File: config.mk
export PLATFORM = sky130hd
export DESIGN_NAME = lru_key_value_cache
export DESIGN_NICKNAME = d
export VERILOG_FILES = /design/src/rtl/lkvc_pkg.sv /design/src/rtl/lru_key_value_cache.sv
export SDC_FILE = /design/constraint.sdc
export NUM_CORES = 2
export LEC_CHECK = 0
export BUFFER_PORTS_ARGS = -buffer_cell sky130_fd_sc_hd__clkbuf_2
export CAP_MARGIN = 20
export CORE_UTILIZATION = 45
export CTS_CLUSTER_DIAMETER = 40
export DETAILED_ROUTE_END_ITERATION = 7
export PLACE_DENSITY_LB_ADDON = 0.15
export SLEW_MARGIN = 0
export SYNTH_ARGS = -nofsm -noshare
export SYNTH_HDL_FRONTEND = slang
export SYNTH_SLANG_ARGS = --single-unit
File: constraint.sdc
create_clock -name clock -period 8.35 [get_ports clock]
set_input_delay 0.835 -clock clock [delete_from_list [all_inputs] [get_ports clock]]
set_output_delay 0.835 -clock clock [all_outputs]
set_load 0.1 [all_outputs]
File: src/rtl/lkvc_pkg.sv
// Package for the LRU key-value cache: field widths, action codes and reset constants.
// No dependencies; the cache and its checker import it.
`default_nettype none

package lkvc_pkg;

   localparam int CAPACITY_DEFAULT = 16;
   localparam int DATA_W           = 32;
   localparam int CSR_W            = 5;

   localparam logic ACT_GET = 1'b0;
   localparam logic ACT_PUT = 1'b1;

   localparam logic [CSR_W-1:0]  CAPACITY_RESET = 5'd16;
   localparam logic [DATA_W-1:0] MISS_VALUE     = {DATA_W{1'b1}};
   localparam logic [DATA_W-1:0] PUT_VALUE      = {DATA_W{1'b0}};

endpackage

`default_nettype wire

File: src/rtl/lru_key_value_cache.sv
// Fully associative key-value cache with least-recently-used replacement.
// Depends on lkvc_pkg for widths, action codes and reset constants.
`default_nettype none

// The cache holds up to CAPACITY key/value pairs in flip-flops and compares a
// request's key with every valid entry at once. A get returns the stored value
// with found set, or -1 with found clear; a put updates a present key, fills
// the lowest free slot while fewer than capacity_in_use entries are valid, and
// otherwise replaces the least recently used entry. Every entry carries an age
// rank (0 is the most recent), so the replacement victim is simply the valid
// entry whose rank is one below the fill count. An accepted item is held in
// the request register, is resolved against the entry table while it is
// there, and its result is registered in the response register. With
// rsp_ready held high, one item is accepted and one result delivered
// every cycle. The table update of one item completes before the next item is
// resolved, so back-to-back requests always see each other's effects. After
// reset all entries are invalid and capacity_in_use is 16; a value of 0 acts
// as 1 and a value above CAPACITY acts as CAPACITY. Lowering the capacity never
// drops entries, it only makes a new key evict sooner. The capacity register
// may only be written while the cache is idle; csr_ready is always high.
module lru_key_value_cache
   import lkvc_pkg::*;
#(
   parameter int CAPACITY = CAPACITY_DEFAULT
) (
   input  wire                     clock,
   input  wire                     reset,
   // configuration channel
   input  wire                     csr_valid,
   output logic                    csr_ready,
   input  wire  [CSR_W-1:0]        csr_capacity_in_use,
   // request channel
   input  wire                     req_valid,
   output logic                    req_ready,
   input  wire                     req_action,
   input  wire  signed [DATA_W-1:0] req_lookup_key,
   input  wire  signed [DATA_W-1:0] req_write_value,
   // response channel
   output logic                    rsp_valid,
   input  wire                     rsp_ready,
   output logic                    rsp_found,
   output logic signed [DATA_W-1:0] rsp_read_value
);

   localparam int CNT_W  = $clog2(CAPACITY + 1);
   localparam int RANK_W = $clog2(CAPACITY);
   localparam int CMP_W  = (CNT_W > CSR_W) ? CNT_W : CSR_W;

   // Configuration.
   logic [CSR_W-1:0] capacity_ff;

   // Request register.
   logic              s1_valid_ff;
   logic              s1_action_ff;
   logic [DATA_W-1:0] s1_key_ff;
   logic [DATA_W-1:0] s1_value_ff;

   // Response register.
   logic              rsp_valid_ff;
   logic              rsp_found_ff,  rsp_found_in;
   logic [DATA_W-1:0] rsp_value_ff,  rsp_value_in;

   // Entry table.
   logic [CAPACITY-1:0] valid_ff, valid_in;
   logic [DATA_W-1:0]   key_ff   [CAPACITY];
   logic [DATA_W-1:0]   value_ff [CAPACITY];
   logic [RANK_W-1:0]   rank_ff  [CAPACITY];
   logic [RANK_W-1:0]   rank_in  [CAPACITY];
   logic [CNT_W-1:0]    count_ff, count_in;

   // Lookup and update control.
   logic                advance;
   logic                process;
   logic                is_put;
   logic [CAPACITY-1:0] match;
   logic [CAPACITY-1:0] hit_oh;
   logic [CAPACITY-1:0] free_oh;
   logic [CAPACITY-1:0] victim_oh;
   logic [CAPACITY-1:0] target_oh;
   logic                hit;
   logic                full;
   logic                update;
   logic [DATA_W-1:0]   hit_value;
   logic [RANK_W-1:0]   hit_rank;
   logic [CNT_W-1:0]    old_rank;
   logic [CNT_W-1:0]    count_m1;
   logic [CMP_W-1:0]    cap_ext;
   logic [CMP_W-1:0]    cap_eff;

   assign csr_ready = 1'b1;

   // The response register drains or is empty: the request register may move.
   assign advance   = !rsp_valid_ff || rsp_ready;
   assign req_ready = !s1_valid_ff || advance;
   assign process   = s1_valid_ff && advance;
   assign is_put    = (s1_action_ff == ACT_PUT);

   assign rsp_valid      = rsp_valid_ff;
   assign rsp_found      = rsp_found_ff;
   assign rsp_read_value = rsp_value_ff;

   // Effective capacity: zero acts as one, anything above CAPACITY is clipped.
   always_comb begin
      cap_ext = CMP_W'(capacity_ff);
      if (capacity_ff == '0) begin
         cap_eff = CMP_W'(1);
      end else if (cap_ext > CMP_W'(CAPACITY)) begin
         cap_eff = CMP_W'(CAPACITY);
      end else begin
         cap_eff = cap_ext;
      end
      full     = (CMP_W'(count_ff) >= cap_eff);
      count_m1 = count_ff - CNT_W'(1);
   end

   // Parallel key match, lowest free slot and least recently used entry.
   always_comb begin
      for (int i = 0; i < CAPACITY; i++) begin
         match[i]     = valid_ff[i] && (key_ff[i] == s1_key_ff);
         victim_oh[i] = valid_ff[i] && (CNT_W'(rank_ff[i]) == count_m1);
      end
      hit_oh  = match & (~match + CAPACITY'(1));
      free_oh = ~valid_ff & (valid_ff + CAPACITY'(1));
      hit     = |match;

      hit_value = '0;
      hit_rank  = '0;
      for (int i = 0; i < CAPACITY; i++) begin
         hit_value = hit_value | ({DATA_W{hit_oh[i]}} & value_ff[i]);
         hit_rank  = hit_rank  | ({RANK_W{hit_oh[i]}} & rank_ff[i]);
      end

      // The slot that becomes most recent, and the rank it held before.
      if (hit) begin
         target_oh = hit_oh;
         old_rank  = CNT_W'(hit_rank);
      end else if (!full) begin
         target_oh = free_oh;
         old_rank  = count_ff;
      end else begin
         target_oh = victim_oh;
         old_rank  = count_m1;
      end
      update = process && (is_put || hit);
   end

   // Next state of the table and of the response.
   always_comb begin
      valid_in = valid_ff;
      count_in = count_ff;
      for (int i = 0; i < CAPACITY; i++) begin
         rank_in[i] = rank_ff[i];
         if (update) begin
            if (target_oh[i]) begin
               rank_in[i] = '0;
            end else if (valid_ff[i] && (CNT_W'(rank_ff[i]) < old_rank)) begin
               rank_in[i] = rank_ff[i] + RANK_W'(1);
            end
         end
      end
      if (process && is_put) begin
         valid_in = valid_ff | target_oh;
         if (!hit && !full) begin
            count_in = count_ff + CNT_W'(1);
         end
      end

      rsp_found_in = hit;
      if (is_put) begin
         rsp_value_in = PUT_VALUE;
      end else if (hit) begin
         rsp_value_in = hit_value;
      end else begin
         rsp_value_in = MISS_VALUE;
      end
   end

   // Control state and age ranks.
   always_ff @(posedge clock) begin
      if (reset) begin
         capacity_ff  <= CAPACITY_RESET;
         s1_valid_ff  <= 1'b0;
         rsp_valid_ff <= 1'b0;
         valid_ff     <= '0;
         count_ff     <= '0;
         for (int i = 0; i < CAPACITY; i++) begin
            rank_ff[i] <= '0;
         end
      end else begin
         if (csr_valid && csr_ready) begin
            capacity_ff <= csr_capacity_in_use;
         end
         if (req_ready) begin
            s1_valid_ff <= req_valid;
         end
         if (advance) begin
            rsp_valid_ff <= s1_valid_ff;
         end
         valid_ff <= valid_in;
         count_ff <= count_in;
         for (int i = 0; i < CAPACITY; i++) begin
            rank_ff[i] <= rank_in[i];
         end
      end
   end

   // Payload registers: keys, values, request and response data.
   always_ff @(posedge clock) begin
      if (req_valid && req_ready) begin
         s1_action_ff <= req_action;
         s1_key_ff    <= req_lookup_key;
         s1_value_ff  <= req_write_value;
      end
      if (process) begin
         rsp_found_ff <= rsp_found_in;
         rsp_value_ff <= rsp_value_in;
      end
      for (int i = 0; i < CAPACITY; i++) begin
         if (process && is_put && target_oh[i]) begin
            key_ff[i]   <= s1_key_ff;
            value_ff[i] <= s1_value_ff;
         end
      end
   end

endmodule

`default_nettype wire

==> impl_metrics.yaml <==
worst_setup_path:
  r2r_start: "s1_key_ff[29]"
  slowest_delay_ns: 0.77
  path_max_fanout: 33
  required_ns: 9.01
  crit_path_top_delay_cell: "nor3_1"
  worst-path-buf-inv: 2
  reg2reg_depth: 22
  worstSetupEndpointType: "register"
  cp.depth: 22
  regToRegSetupSlack_ns: 1.12
  reg2reg_to: "rank_ff[1][11]"
  path_class: "register to register"
  crit_path_start: "s1_key_ff[29]"
  worstPathCellList: "xor2_1 -> or4b_1 -> or4_1 -> nor3_1 -> nand2b_1 -> or3b_1 -> or2_1 -> nor3b_2 -> buf_4 -> a22o_1 -> a221oi_1 -> nand4_1 -> mux2i_2 -> buf_4 -> ha_1 -> o21a_1 -> o21ai_0 -> a21oi_1 -> o31ai_2 -> nand2_1 -> or4_1 -> a31oi_1"
  crit_path_end: "rank_ff[1][11]"
  critical-path-top-delay-family: "simple AND/OR/NAND/NOR gates"
  worst_ep_arrival_time_ns: 7.89
  cp-start-kind: "register"
layout:
  fin_util: 0.5268
  diodes: 0
  layout-area-overhead-vs-synth_pct: 15.53
  fillCellCount: 9503
  layout-drive-gt1-share: 0.1460
  final_nets: 4034
sta:
  fmax_mhz: 138.3
  clock_skew_ns: 0.02979
  hold_viol_final: 0
  grt_setup_unrepaired: "false"
  worst-slew-pin-transition_ns: 1.161
  worst_slack_ns: 1.118
  relSlewSlack: 0.2228
  finalSetupViolCount: 0
  finalMaxSlewViolations: 0
  post-route-period-util: 0.8662
  worst_hold_slack_ns: 0.2437
  setup_tns_ns: 0
  min_period_ns: 7.232
synthesis:
  synth_cells: 3682
  synth_warnings: 0
  ys_types: 95
  syn-num-nets: 3812
  syn_area_mm2: 0.05242
  yosys-top-cells-area: "edfxtp_1 (64%), xor2_1 (7.1%), dfxtp_1 (3.5%)"
  yosysTopAreaCell: "edfxtp_1"
  async_flop_share: 0
  yosysSeqAreaShare: 0.6779
  syn_area_per_cell_um2: 14.24
  synth_flop_cell: "edfxtp_1"
  synth_top_area_frac: 0.6427
  ys_ff_latch: 1214
  synth-edff-count: 1122
route:
  final_antenna_net_count: 0
  drc: 0
  wl_per_cell_um: 27.29
  dr.pass1.iters: 7
  dr_total_vias: 33360
  via_per_inst: 6.008
  drtIter0Drc: 3817
  wl_um: 151500
clock_tree:
  cts.sinks: 1214
  postCtsHoldBufs: 0
  htree_levels: 4
  clk_latency_ns: 0.76
  post_cts_resized: 0
  numCtsBuffers: 159
  cts-root-buf: "clkbuf_16"
  postCtsSetupRepairBufs: 0
  clk_path_buf_depth: 3
  cts.clk_slew.worst_paths_ns: 0.06
  cts_tree: "yes"
power_and_ir_drop:
  finalPower_mw: 14.29
  leakage_nw: 19.93
  peakVddDrop_mv: 0.1685
  p_per_area_mw_per_mm2: 235.9
placement:
  hpwl_um: 93850
  pre_cts_slack_ns: 1.267
  gp_congestion: 0.8794
  port_buffers: 109
hold_path:
  hold_path_class: "primary input to register"
floorplan:
  rows: 124
  die_w_um: 343.3
  start_util: 0.4560
  die-height_um: 343.3
  coreArea_mm2: 0.1150
  dieArea_mm2: 0.1179
  io_pins: 111
grt:
  grt.overflow.total: 0
  grt_pass1_vias: 31730
  grtUsageTotal: 0.2560
  grt_first_pass_wirelength_um: 219000
  grt_max_degree: 70
  antenna_found_initial: 2
outcome:
  outcome: "complete, no violations"
run:
  drv_cap: 0
[stage by stage]
step | area [µm²] | instances
finish | 60560 | 5553
detailed placement | 55150 | 5254
global route | 60560 | 5553
global placement | 55150 | 5253
floorplan | 52420 | 3682
CTS | 60540 | 5552
[cell usage after synthesis, types with 17 or more instances]
master    number
nor4_1       151
o211ai_1      52
a221oi_1      38
dfxtp_1       92
nand4_1      141
buf_6         28
nor2_1       147
a31oi_1       49
o21ai_0       61
clkbuf_1      99
or4_1         40
buf_4         35
a222oi_1      34
xor2_1       423
a22oi_1      104
o21a_1        29
edfxtp_1    1122
o32ai_1       17
nor3_1        51
nand3_1       97
nand2b_1      27
inv_1         85
ha_1          55
nand2_1      188
a21oi_1       71
xnor2_1      160
[where the power goes]
group | internal (mW) | leakage, nW | switching (mW) | total [mW]
Sequential | 6.69 | 10.9 | 0.0775 | 6.77
Combinational | 0.197 | 6.43 | 0.478 | 0.675
Clock | 4.10 | 2.60 | 2.74 | 6.84
[state kept, by name (all words and copies together) (netlist names)]
| register | flops |
|---|---|
| cap_ext | 5 |
| count_ff | 5 |
| is_put | 1 |
| key_ff | 512 |
| rank_ff | 64 |
| rsp_found | 1 |
| rsp_read_value | 32 |
| rsp_valid | 1 |
| s1_key_ff | 32 |
| s1_valid_ff | 1 |
| s1_value_ff | 32 |
| valid_ff | 16 |
| value_ff | 512 |
[metal layers]
| layer | share of wire | vias up | global-route usage |
|---|---|---|---|
| li1 | - | 14770 | - |
| met1 | 0.44 | 16880 | 0.3762 |
| met2 | 0.45 | 1443 | 0.3867 |
| met3 | 0.080 | 269 | 0.04178 |
| met4 | 0.029 | 0 | 0.08593 |
| met5 | 0 | - | 0 |
[kinds of logic after synthesis]
kind of cell    after synthesis  share of synthesized area
flops                      1214                     0.6779
simple gates                968                     0.1015
xor+xnor                    583                    0.09741
compound gates              579                    0.08146
buf+inv                     273                    0.02685
fa+ha+maj                    55                    0.01313
mux                           9                   0.001742
other cells                   1                 0.00007154
[placed cells by master (no fill, tap or decap), drive strengths merged, types with 8 or more instances in the layout]
master / instances
nor3: 51
o21ai: 66
mux2i: 8
clkinv: 53
nand4: 143
xnor2: 160
nor2b: 16
nor2: 147
a222oi: 34
and3: 10
nand3: 98
a21o: 10
nand2b: 27
a22oi: 105
a31oi: 50
ha: 55
o32ai: 17
a221oi: 38
buf: 140
o31ai: 19
bufinv: 14
inv: 116
xor2: 423
a21oi: 71
o2111ai: 8
or3: 16
nand2: 188
nor4: 156
or4: 43
o21a: 29
dfxtp: 92
nand4b: 12
o211ai: 52
o311ai: 10
or2: 9
clkbuf: 292
and2: 10
and4: 9
edfxtp: 1122
clkinvlp: 17
[area by class of cell]
type / instances / area [µm²] / area share
Clock inverter: 114 / 1212 / 0.02002
Sequential cell: 1214 / 35530 / 0.5867
Inverter: 86 / 322.8 / 0.005330
Multi-Input combinational cell: 2195 / 15750 / 0.2600
Clock buffer: 184 / 4179 / 0.06900
Tap cell: 1512 / 1892 / 0.03124
Timing Repair Buffer: 248 / 1674 / 0.02764
[worst min-delay path by stage]
| stage | from | end | slack, ns | cells after the start |
|---|---|---|---|---|
| after global placement | s1_valid_ff | rsp_valid | 0.51 | 2 |
| after floorplan | cap_ext[0] | cap_ext[0] | 0.46 | 2 |
| after global routing | req_lookup_key[1] | s1_key_ff[1] | 0.21 | 1 |
| after detailed placement | s1_valid_ff | rsp_valid | 0.51 | 2 |
| final | req_lookup_key[16] | s1_key_ff[16] | 0.24 | 1 |
| after CTS | req_write_value[4] | s1_value_ff[4] | 0.18 | 1 |
Note: power is estimated with default switching activity, not from simulation.
